`config.mk`:
```
export PLATFORM = sky130hd
export DESIGN_NAME = metadata_header_validator
export DESIGN_NICKNAME = d
export VERILOG_FILES = /design/src/mhv_pkg.sv /design/src/mhv_check.sv /design/src/metadata_header_validator.sv
export SDC_FILE = /design/constraint.sdc
export NUM_CORES = 2
export LEC_CHECK = 0
export ABC_CLOCK_PERIOD_IN_PS = 17750
export BUFFER_PORTS_ARGS = -buffer_cell sky130_fd_sc_hd__buf_2
export CORE_AREA = 8 8 274 276
export DETAILED_ROUTE_END_ITERATION = 16
export DIE_AREA = 0 0 282 284
export GPL_ROUTABILITY_DRIVEN = 0
export PLACE_DENSITY = 0.74
export REMOVE_ABC_BUFFERS = 1
export SYNTH_ARGS = -nofsm -noshare
export SYNTH_HDL_FRONTEND = slang
export SYNTH_HIERARCHICAL = 1
export SYNTH_SLANG_ARGS = --single-unit
```
`constraint.sdc`:
```
create_clock -name aclk -period 17.75 [get_ports aclk]
set_input_delay 1.775 -clock aclk [delete_from_list [all_inputs] [get_ports aclk]]
set_output_delay 1.775 -clock aclk [all_outputs]
set_load 0.05 [all_outputs]
```
`src/mhv_pkg.sv`:
```
// Shared types and constants for the metadata header validator.
// Used by mhv_check and by the top level metadata_header_validator.
// No dependencies.
package mhv_pkg;

    // Record sizes in bytes.
    localparam int unsigned HEADER_BYTES = 16;
    localparam int unsigned ENTRY_BYTES  = 24;
    localparam int unsigned POS_W        = 5;

    // Record kinds, as carried on the input and result tuser.
    localparam logic KIND_HEADER = 1'b0;
    localparam logic KIND_ENTRY  = 1'b1;

    // Header constants. The magic is stored with byte 0 in the low bits.
    localparam logic [31:0] HEADER_MAGIC     = 32'h444D4143;
    localparam logic [7:0]  ENDIAN_LITTLE    = 8'd1;
    localparam logic [7:0]  ENDIAN_BIG       = 8'd2;
    localparam logic [7:0]  VERSION_CURRENT  = 8'd1;
    localparam logic [47:0] MIN_BINARY_SIZE  = 48'd16;
    localparam logic [31:0] MIN_LIST_OFFSET  = 32'd16;

    // Widths of the data and configuration words.
    localparam int unsigned BIN_SIZE_W = 48;
    localparam int unsigned MIN_OFF_W  = 37;
    localparam int unsigned M_DATA_W   = 296;

    typedef enum logic [1:0] {
        REG_BINARY_SIZE    = 2'd0,
        REG_ENCODING_LIMIT = 2'd1,
        REG_FORMAT_LIMIT   = 2'd2
    } cfg_index_t;

    typedef enum logic [3:0] {
        ST_OK       = 4'd0,
        ST_SMALL    = 4'd1,
        ST_MAGIC    = 4'd2,
        ST_ENDIAN   = 4'd3,
        ST_VERSION  = 4'd4,
        ST_LISTOFF  = 4'd5,
        ST_BLKOFF   = 4'd6,
        ST_BLKSIZE  = 4'd7,
        ST_NAME     = 4'd8,
        ST_FLAGS    = 4'd9,
        ST_NOHEADER = 4'd10
    } status_t;

    // Record bytes, byte 0 in the low bits.
    typedef logic [ENTRY_BYTES-1:0][7:0] record_t;

    typedef struct packed {
        logic [BIN_SIZE_W-1:0] binary_size;
        logic [7:0]            encoding_limit;
        logic [7:0]            format_limit;
    } mhv_cfg_t;

    // Context left behind by the last header.
    typedef struct packed {
        logic                 header_ok;
        logic                 big_endian;
        logic [31:0]          list_offset;
        logic [31:0]          block_count;
        logic [MIN_OFF_W-1:0] min_offset;
        logic [31:0]          entry_count;
    } mhv_ctx_t;

    // State changes requested by a finished record.
    typedef struct packed {
        logic                 header_done;
        logic                 header_accept;
        logic                 big_endian;
        logic [31:0]          list_offset;
        logic [31:0]          block_count;
        logic [MIN_OFF_W-1:0] min_offset;
        logic                 entry_inc;
    } mhv_update_t;

    typedef struct packed {
        logic        record_kind;
        status_t     status;
        logic [31:0] list_offset;
        logic [31:0] block_count;
        logic        is_big_endian;
        logic [63:0] block_offset;
        logic [63:0] block_length;
        logic [31:0] name_index;
        logic [31:0] flag_word;
        logic [31:0] entry_number;
    } mhv_result_t;

endpackage

```
`src/mhv_check.sv`:
```
// Record checker for the metadata header validator: decodes a finished record
// and produces its result and the header state update. Purely combinational.
// Depends on mhv_pkg.
module mhv_check
    import mhv_pkg::*;
(
    input  record_t     rec,
    input  logic        kind,
    input  mhv_ctx_t    ctx,
    input  mhv_cfg_t    cfg,
    output mhv_result_t result,
    output mhv_update_t update
);

    function automatic logic [31:0] bswap32(input logic [31:0] x);
        logic [31:0] y;
        for (int i = 0; i < 4; i++) begin
            y[8*i +: 8] = x[8*(3-i) +: 8];
        end
        return y;
    endfunction

    function automatic logic [63:0] bswap64(input logic [63:0] x);
        logic [63:0] y;
        for (int i = 0; i < 8; i++) begin
            y[8*i +: 8] = x[8*(7-i) +: 8];
        end
        return y;
    endfunction

    // Header decode.
    logic                 hdr_big;
    logic [31:0]          hdr_lo;
    logic [31:0]          hdr_cnt;
    logic [MIN_OFF_W-1:0] hdr_min_off;
    status_t              hdr_status;

    // Entry decode.
    logic [63:0] ent_off;
    logic [63:0] ent_len;
    logic [31:0] ent_name;
    logic [31:0] ent_flags;
    logic [64:0] ent_sum;
    status_t     ent_status;

    always_comb begin
        hdr_big = (rec[4] == ENDIAN_BIG);
        hdr_lo  = hdr_big ? bswap32(rec[11:8])  : rec[11:8];
        hdr_cnt = hdr_big ? bswap32(rec[15:12]) : rec[15:12];
        // First valid entry offset: list offset plus 24 bytes per entry.
        hdr_min_off = {5'd0, hdr_lo} + {1'b0, hdr_cnt, 4'd0} + {2'd0, hdr_cnt, 3'd0};

        priority if (cfg.binary_size < MIN_BINARY_SIZE) begin
            hdr_status = ST_SMALL;
        end else if (rec[3:0] != HEADER_MAGIC) begin
            hdr_status = ST_MAGIC;
        end else if (rec[4] != ENDIAN_LITTLE && rec[4] != ENDIAN_BIG) begin
            hdr_status = ST_ENDIAN;
        end else if (rec[5] != VERSION_CURRENT) begin
            hdr_status = ST_VERSION;
        end else if (hdr_lo < MIN_LIST_OFFSET ||
                     {16'd0, hdr_lo} >= cfg.binary_size) begin
            hdr_status = ST_LISTOFF;
        end else begin
            hdr_status = ST_OK;
        end
    end

    always_comb begin
        ent_off   = ctx.big_endian ? bswap64(rec[7:0])   : rec[7:0];
        ent_len   = ctx.big_endian ? bswap64(rec[15:8])  : rec[15:8];
        ent_name  = ctx.big_endian ? bswap32(rec[19:16]) : rec[19:16];
        ent_flags = ctx.big_endian ? bswap32(rec[23:20]) : rec[23:20];
        // A carry out of 64 bits lands in bit 64 and exceeds any binary size.
        ent_sum   = {1'b0, ent_off} + {1'b0, ent_len};

        priority if (!ctx.header_ok) begin
            ent_status = ST_NOHEADER;
        end else if ({27'd0, ctx.min_offset} > ent_off) begin
            ent_status = ST_BLKOFF;
        end else if (ent_sum > {17'd0, cfg.binary_size}) begin
            ent_status = ST_BLKSIZE;
        end else if (ent_name > ctx.list_offset) begin
            ent_status = ST_NAME;
        end else if (!(ent_flags[15:8] < cfg.encoding_limit ||
                       ent_flags[7:0] < cfg.format_limit)) begin
            ent_status = ST_FLAGS;
        end else begin
            ent_status = ST_OK;
        end
    end

    always_comb begin
        result = '0;
        update = '0;
        update.big_endian  = hdr_big;
        update.list_offset = hdr_lo;
        update.block_count = hdr_cnt;
        update.min_offset  = hdr_min_off;
        if (kind == KIND_HEADER) begin
            result.record_kind  = KIND_HEADER;
            result.status       = hdr_status;
            update.header_done  = 1'b1;
            if (hdr_status == ST_OK) begin
                update.header_accept = 1'b1;
                result.list_offset   = hdr_lo;
                result.block_count   = hdr_cnt;
                result.is_big_endian = hdr_big;
            end
        end else begin
            result.record_kind = KIND_ENTRY;
            result.status      = ent_status;
            if (ctx.header_ok) begin
                update.entry_inc     = 1'b1;
                result.list_offset   = ctx.list_offset;
                result.block_count   = ctx.block_count;
                result.is_big_endian = ctx.big_endian;
                result.block_offset  = ent_off;
                result.block_length  = ent_len;
                result.name_index    = ent_name;
                result.flag_word     = ent_flags;
                result.entry_number  = ctx.entry_count;
            end
        end
    end

endmodule

```
`src/metadata_header_validator.sv`:
```
// Top level of the metadata header validator: byte assembly, header context,
// configuration registers and the result register.
// Depends on mhv_pkg and mhv_check.
//
//   Channel  | Direction | Item                       | Fields (tuser / tdata)
//   ---------+-----------+----------------------------+--------------------------------
//   s_       | in        | one record byte            | op / data_byte
//   m_       | out       | one checked record         | record_kind / status..entry_number
//   cfg_     | in        | one register write         | index / value (no handshake)
//
// One byte is taken per cycle while s_tready is high. When the last byte of a
// record (16 for a header, 24 for a block entry) is accepted, the assembled bytes
// are registered, the checker runs on them combinationally and its result is
// loaded into the output register when it is free. Input stalls only when a
// finished record waits for the checker while the output register still holds
// an untaken result. Reset is synchronous and active low; it clears the byte
// position, the header state and the output valid, and sets the limits to one.
module metadata_header_validator
    import mhv_pkg::*;
(
    input  logic                  aclk,
    input  logic                  aresetn,
    // Input bytes.
    input  logic                  s_tvalid,
    output logic                  s_tready,
    input  logic [7:0]            s_tdata,   // [7:0] data_byte
    input  logic [0:0]            s_tuser,   // [0] op
    // Results.
    output logic                  m_tvalid,
    input  logic                  m_tready,
    // [3:0] status, [35:4] list_offset, [67:36] block_count, [68] is_big_endian,
    // [132:69] block_offset, [196:133] block_length, [228:197] name_index,
    // [260:229] flag_word, [292:261] entry_number, [295:293] zero
    output logic [M_DATA_W-1:0]   m_tdata,
    output logic [0:0]            m_tuser,   // [0] record_kind
    // Configuration writes.
    input  logic                  cfg_we,
    input  logic [1:0]            cfg_addr,
    input  logic [BIN_SIZE_W-1:0] cfg_wdata
);

    // Byte assembly.
    record_t              rec_reg, rec_next;
    logic [POS_W-1:0]     pos_reg, pos_next;
    logic                 kind_reg, kind_next;
    logic                 done_reg, done_next;

    // Header context.
    mhv_ctx_t             ctx_reg, ctx_next;

    // Configuration.
    mhv_cfg_t             cfg_reg, cfg_next;

    // Output register.
    logic                 m_valid_reg, m_valid_next;
    mhv_result_t          m_result_reg, m_result_next;

    logic                 s_fire;
    logic                 out_free;
    logic                 check_fire;
    logic [POS_W-1:0]     pos_eff;
    logic [POS_W-1:0]     pos_last;
    logic                 byte_last;
    mhv_result_t          chk_result;
    mhv_update_t          chk_update;

    mhv_check u_check (
        .rec    (rec_reg),
        .kind   (kind_reg),
        .ctx    (ctx_reg),
        .cfg    (cfg_reg),
        .result (chk_result),
        .update (chk_update)
    );

    // The output register is free when empty or being drained this cycle.
    assign out_free   = !m_valid_reg || m_tready;
    // The checker result moves into the output register when there is room.
    assign check_fire = done_reg && out_free;
    // While a finished record waits, its bytes must not be overwritten.
    assign s_tready   = !done_reg || out_free;
    assign s_fire     = s_tvalid && s_tready;

    // A change of op drops any partial record and starts over.
    always_comb begin
        pos_eff   = (s_tuser[0] != kind_reg) ? '0 : pos_reg;
        pos_last  = (s_tuser[0] == KIND_ENTRY) ? POS_W'(ENTRY_BYTES - 1)
                                               : POS_W'(HEADER_BYTES - 1);
        byte_last = (pos_eff == pos_last);
    end

    always_comb begin
        rec_next  = rec_reg;
        pos_next  = pos_reg;
        kind_next = kind_reg;
        done_next = done_reg;
        if (check_fire) begin
            done_next = 1'b0;
        end
        if (s_fire) begin
            rec_next[pos_eff] = s_tdata;
            kind_next         = s_tuser[0];
            pos_next          = byte_last ? '0 : pos_eff + POS_W'(1);
            if (byte_last) begin
                done_next = 1'b1;
            end
        end
    end

    // Header context follows the record that just went through the checker.
    always_comb begin
        ctx_next = ctx_reg;
        if (check_fire) begin
            if (chk_update.header_done) begin
                ctx_next.header_ok = chk_update.header_accept;
                if (chk_update.header_accept) begin
                    ctx_next.big_endian  = chk_update.big_endian;
                    ctx_next.list_offset = chk_update.list_offset;
                    ctx_next.block_count = chk_update.block_count;
                    ctx_next.min_offset  = chk_update.min_offset;
                    ctx_next.entry_count = '0;
                end
            end else if (chk_update.entry_inc) begin
                ctx_next.entry_count = ctx_reg.entry_count + 32'd1;
            end
        end
    end

    always_comb begin
        cfg_next = cfg_reg;
        if (cfg_we) begin
            unique case (cfg_addr)
                REG_BINARY_SIZE:    cfg_next.binary_size    = cfg_wdata;
                REG_ENCODING_LIMIT: cfg_next.encoding_limit = cfg_wdata[7:0];
                REG_FORMAT_LIMIT:   cfg_next.format_limit   = cfg_wdata[7:0];
                default:            cfg_next = cfg_reg;
            endcase
        end
    end

    always_comb begin
        m_valid_next  = m_valid_reg;
        m_result_next = m_result_reg;
        if (m_valid_reg && m_tready) begin
            m_valid_next = 1'b0;
        end
        if (check_fire) begin
            m_valid_next  = 1'b1;
            m_result_next = chk_result;
        end
    end

    always_ff @(posedge aclk) begin
        if (!aresetn) begin
            pos_reg                 <= '0;
            kind_reg                <= KIND_HEADER;
            done_reg                <= 1'b0;
            ctx_reg                 <= '0;
            cfg_reg.binary_size     <= '0;
            cfg_reg.encoding_limit  <= 8'd1;
            cfg_reg.format_limit    <= 8'd1;
            m_valid_reg             <= 1'b0;
        end else begin
            pos_reg     <= pos_next;
            kind_reg    <= kind_next;
            done_reg    <= done_next;
            ctx_reg     <= ctx_next;
            cfg_reg     <= cfg_next;
            m_valid_reg <= m_valid_next;
        end
    end

    always_ff @(posedge aclk) begin
        rec_reg      <= rec_next;
        m_result_reg <= m_result_next;
    end

    assign m_tvalid   = m_valid_reg;
    assign m_tuser[0] = m_result_reg.record_kind;
    assign m_tdata    = {3'd0,
                         m_result_reg.entry_number,
                         m_result_reg.flag_word,
                         m_result_reg.name_index,
                         m_result_reg.block_length,
                         m_result_reg.block_offset,
                         m_result_reg.is_big_endian,
                         m_result_reg.block_count,
                         m_result_reg.list_offset,
                         m_result_reg.status};

endmodule

```
# --- Word level (Yosys, flattened, before mapping) ---
# Index checks and enable logic that the tools add are counted.
totals:
  output_inout_bits: 299
  register_bits: 693
  in_bits: 64
op_classes:
  muxes: 37
  addsub: 5
  n_eq_ne: 10
  magnitude_cmp: 10
  n_reduce_logical: 22
op_table:
  columns: ["cell", "count"]
  rows:
  - ["two-way mux 289 bit", 1]
  - ["two-way mux 32 bit", 7]
  - ["bitwise mux 192 bit", 1]
  - ["two-way mux 64 bit", 2]
  - ["two-way mux 70 bit", 1]
  - ["adder 64 x 64 -> 65 bit", 1]
  - ["> comparator 65 x 48 -> 1 bit", 1]
  - ["two-way mux 65 bit", 1]
  - ["> comparator 37 x 64 -> 1 bit", 1]
  - ["greater-or-equal comparator 32 x 48 -> 1 bit", 1]
  - ["< comparator 48 x 5 -> 1 bit (second input constant)", 1]
  - ["demux 8 bit (select 5 bit)", 1]
  - ["adder 32 x 36 -> 37 bit", 1]
  - ["adder 37 x 35 -> 37 bit", 1]
  - ["two-way mux 4 bit", 9]
  - ["adder 32 x 1 -> 32 bit (second input constant)", 1]
  - ["> comparator 32 bit", 1]
  - ["< comparator 32 x 5 -> 1 bit (second input constant)", 1]
  - ["!= test 32 x 31 -> 1 bit (second input constant)", 1]
  - ["< comparator 8 bit", 2]
  - ["!= test 8 x 1 -> 1 bit (second input constant)", 2]
  - ["two-way mux 5 bit", 3]
  - ["AND reduction 2 bit", 5]
  - ["== test 8 x 2 -> 1 bit (second input constant)", 1]
  - ["other kinds (20)", 37]

# --- Logic depth before layout (Yosys ltp) ---
logic_depth:
  depth_word: 14
  ltp_mapped: 33

# --- By module ---
# The synthesis kept the hierarchy.
modules_own_cells:
  columns: ["module", "area_each_um2", "cells_each", "instances", "seq_area_each_um2"]
  rows:
  - ["metadata_header_validator", 22481.6, 1490, 1, 18738.0]
  - ["mhv_check", 15862.7, 2249, 1, 0.0]

# --- Worst setup path before layout ---
# No wires, ideal clock.
synth_path:
  kind: "input -> register"
  start: "input m_tready"
  end: "register m_result_reg (netlist bit m_tdata[0]) (enable)"
  path_slack_ns: 2.752
  arrival_time_ns: 14.042
  setup_time_ns: 0.955
  required_ns: 16.795
  cell_stages: 2
  path_cell_list: "nor2b_1 > nor2_1"
synth_between:
  elab_chain_len: 2
synth_rtl:
  columns: ["item", "line_no", "text"]
  rows:
  - ["start: declaration", "metadata_header_validator.sv:30", "input logic m_tready,"]
  - ["logical OR 1 bit", "metadata_header_validator.sv:77", "assign out_free = !m_valid_reg || m_tready;"]
  - ["logical AND 1 bit", "metadata_header_validator.sv:79", "assign check_fire = done_reg && out_free;"]
  - ["net check_fire", "metadata_header_validator.sv:60", "logic check_fire;"]
  - ["end signal: assignment", "metadata_header_validator.sv:175", "m_result_reg <= m_result_next;"]
  - ["end: declaration", "metadata_header_validator.sv:56", "mhv_result_t m_result_reg, m_result_next;"]
# The timed path passes the listed nets, and every way through them passes these cells.
# A chain may end at the register's enable or synchronous reset.

==> run_results.csv <==
group,metric,value,unit
placement,dp_slack,9845,ps
power,p_per_area,79.66,mW/mm^2
final_layout,largest_reg_flops,293,
worst_setup_path,cp_max_fo,63,
yosys,yosys_register_bits,693,
clocking,cts_htree_levels,3,
timing,setup_violations,0,
worst_setup_path,required,18130,ps
timing,setup_slack,9553,ps
timing,tightest_slew,1102,ps
routing,wl,123000,um
power,ir_drop,0.00006698,V
final_layout,layout_common_cells,"532 x nand2_1, 486 x edfxtp_1, 359 x buf_2",
timing,hold_viol,0,
global_routing,grt_max_degree,83,
placement,dp_hpwl,90800,um
yosys,synthTopCellsByArea,"edfxtp_1 38%, dfxtp_1 11%, ha_1 8.8%, nand2_1 5.2%, a21oi_1 4.2%",
floorplanning,coreArea,0.07075,sq mm
yosys,synth.avg_cell_area,10.26,sq um
yosys,async_flop_share,0,%
final_layout,drive_gt1_share,16.63,%
timing,rsz0062_at_grt,"no",
routing,drt_iter0_drc,3869,
final_layout,fillCellCount,5872,
timing,finalSetupTns,0,ps
routing,post_drt_wl_per_cell,24.49,um
final_layout,area_delta_synth_final,13.00,%
power,power,3.451,mW
clocking,cts.clk_slew.worst_paths,60,ps
routing,vias_per_cell,6.101,
routing,vias,30650,
floorplanning,start_util,54.20,%
final_layout,fin_cells,5023,
yosys,synthCells,3739,
yosys,synth_top_area_cell,"edfxtp_1",
timing,clock.fmax,122.0,MHz
clocking,ctsResizeCount,0,
routing,dr.pass1.iters,8,
power,leakage,15.89,nW
clocking,clock_path_buffers,3,
timing,max_slew_margin,26.26,%
yosys,syn_area,0.03834,sq mm
clocking,numCtsBuffers,71,
timing,fin_crit,8197,ps
timing,post-route-period-util,46.18,%
timing,drv_slew,0,
yosys,synth.distinct_cells,86,
floorplanning,dieWidth,282,um
clocking,clock-sinks,693,
worst_setup_path,crit_path_end_kind,"flip-flop",
final_layout,final_common_cell,"nand2_1",
yosys,yosys.area.top_type_share,38.06,%
routing,drcViolationCount,0,
final_layout,final_nets,4376,
clocking,postCtsSetupRepairBufs,0,
clocking,cts_tree,"done",
worst_setup_path,arrival,8580,ps
worst_hold_path,worst_hold_path_type,"reg2reg",
run,cap_violations,0,
worst_setup_path,cp_num_buf_inv,3,
run_status,outcome,"finished clean",
final_layout,final_core_util,61.24,%
placement,io_buffers,359,
global_routing,grt_pass1_vias,29250,
worst_setup_path,path_class,"reg2reg",
worst_setup_path,cp_slowest_cell,"dfxtp_4",
floorplanning,io_pins,363,
clocking,root_buffer,"clkbuf_16",
clocking,clock_latency,640,ps
yosys,ys.flop_type,"edfxtp_1",
global_routing,grt_usage,29.69,%
floorplanning,dieArea,0.08009,sq mm
worst_setup_path,cp_top_family,"compound AO/OA/AOI/OAI gates",
routing,postRouteAntennaNets,0,
yosys,ys_seq_area_share,48.87,%
worst_setup_path,critPathMaxStageDelay,970,ps
placement,place_inst,4890,
clocking,cts_hold_buf,0,
floorplanning,rows,98,
worst_setup_path,cp-start-kind,"flip-flop",
global_routing,overflow,0,
global_routing,antenna_found_initial,4,
floorplanning,die_height,284,um
yosys,synth_edf_count,486,
global_routing,grt_pass1_wl,181100,um
yosys,ys.warnings.count,6,
timing,finClkSkew,39.92,ps
path summary, 6_finish.rpt:
path | slack [ps] | endpoint | cells after the start | from
worst min register to register | 450 | ctx_reg[97] | 2 | ctx_reg[97]
worst max-delay path | 9550 | m_tdata[1] | 28 | ctx_reg[133]
worst max register to register | 9550 | m_tdata[1] | 28 | ctx_reg[133]
worst min-delay path | 450 | ctx_reg[97] | 2 | ctx_reg[97]
report_power, final:
| group | leakage (nW) | switching [mW] | internal, mW |
|---|---|---|---|
| Clock | 1.22 | 0.677 | 0.937 |
| Sequential | 5.81 | 0.00618 | 1.72 |
| Combinational | 8.85 | 0.0758 | 0.0332 |
| Total | 15.9 | 0.759 | 2.69 |
cells in the mapped netlist, types with 8 or more instances:
master     number
or3_1          24
o21a_1         24
nor4_1         44
o31ai_1         9
or2_2          12
nand3_1        45
o21ai_0       112
nand4_1        83
and3_1         46
o211ai_1       11
nor3_1         43
o22ai_1         9
inv_1         211
nor2b_1        22
and2_1        121
dfxtp_1       207
a21oi_1       324
ha_1          269
edfxtp_1      486
buf_1          22
nand2b_1       15
buf_4           8
a22o_1         60
fa_1           30
xnor2_1        68
clkbuf_1      134
o21bai_1       25
nand2_1       533
a21o_1         56
a211oi_1       22
mux2i_1       106
a31oi_1         9
nor2_1        246
mux2_2        139
xor2_1         33
buf_2          15
a2111oi_0       8
per-layer routing:
layer / wire length, um / track usage [%]
met1: 47400 / 38.44
met2: 54350 / 45.40
met3: 14430 / 8.171
met4: 6814 / 14.88
met5: 35 / 0
worst register-to-register path: cells and delay by family, from the launching register on:
| kind | cells | cell delay [ps] |
|---|---|---|
| AND/OR/NAND/NOR | 5 | 1120 |
| buffers and inverters | 3 | 900 |
| multiplexers | 1 | 310 |
| XOR/XNOR | 1 | 200 |
| flip-flops | 1 | 970 |
| AO/OA/AOI/OAI | 15 | 3620 |
| adder cells (fa/ha/maj) | 3 | 840 |
per-stage QoR:
step / hold slack [ps] / instance area [sq um]
after floorplan: 436.0 / 37610
after global placement: 441.5 / 40800
after detailed placement: 446.5 / 40800
after CTS: 455.1 / 43320
after global routing: 469.1 / 43330
final: 453.3 / 43330
layout make-up:
type	count	area (sq um)	share of cell area (%)
timing repair buffer	380	1954	4.511
clock inverter	43	594.3	1.372
antenna	2	5.005	0.01155
inverter	212	800.8	1.848
tap	950	1189	2.743
multi-input combinational	2655	18110	41.80
sequential	693	18740	43.26
clock buffer	88	1932	4.459
kinds of logic after synthesis:
logic type | synth area share, %
adders and majority gates | 10.34
AOI/OAI and AO/OA | 11.95
muxes | 6.849
xor gates and xnor gates | 2.307
buffers and inverters | 3.997
DFF | 48.87
other | 0.009780
and+or+nand+nor | 15.67
(Power assumes the default switching activity.)
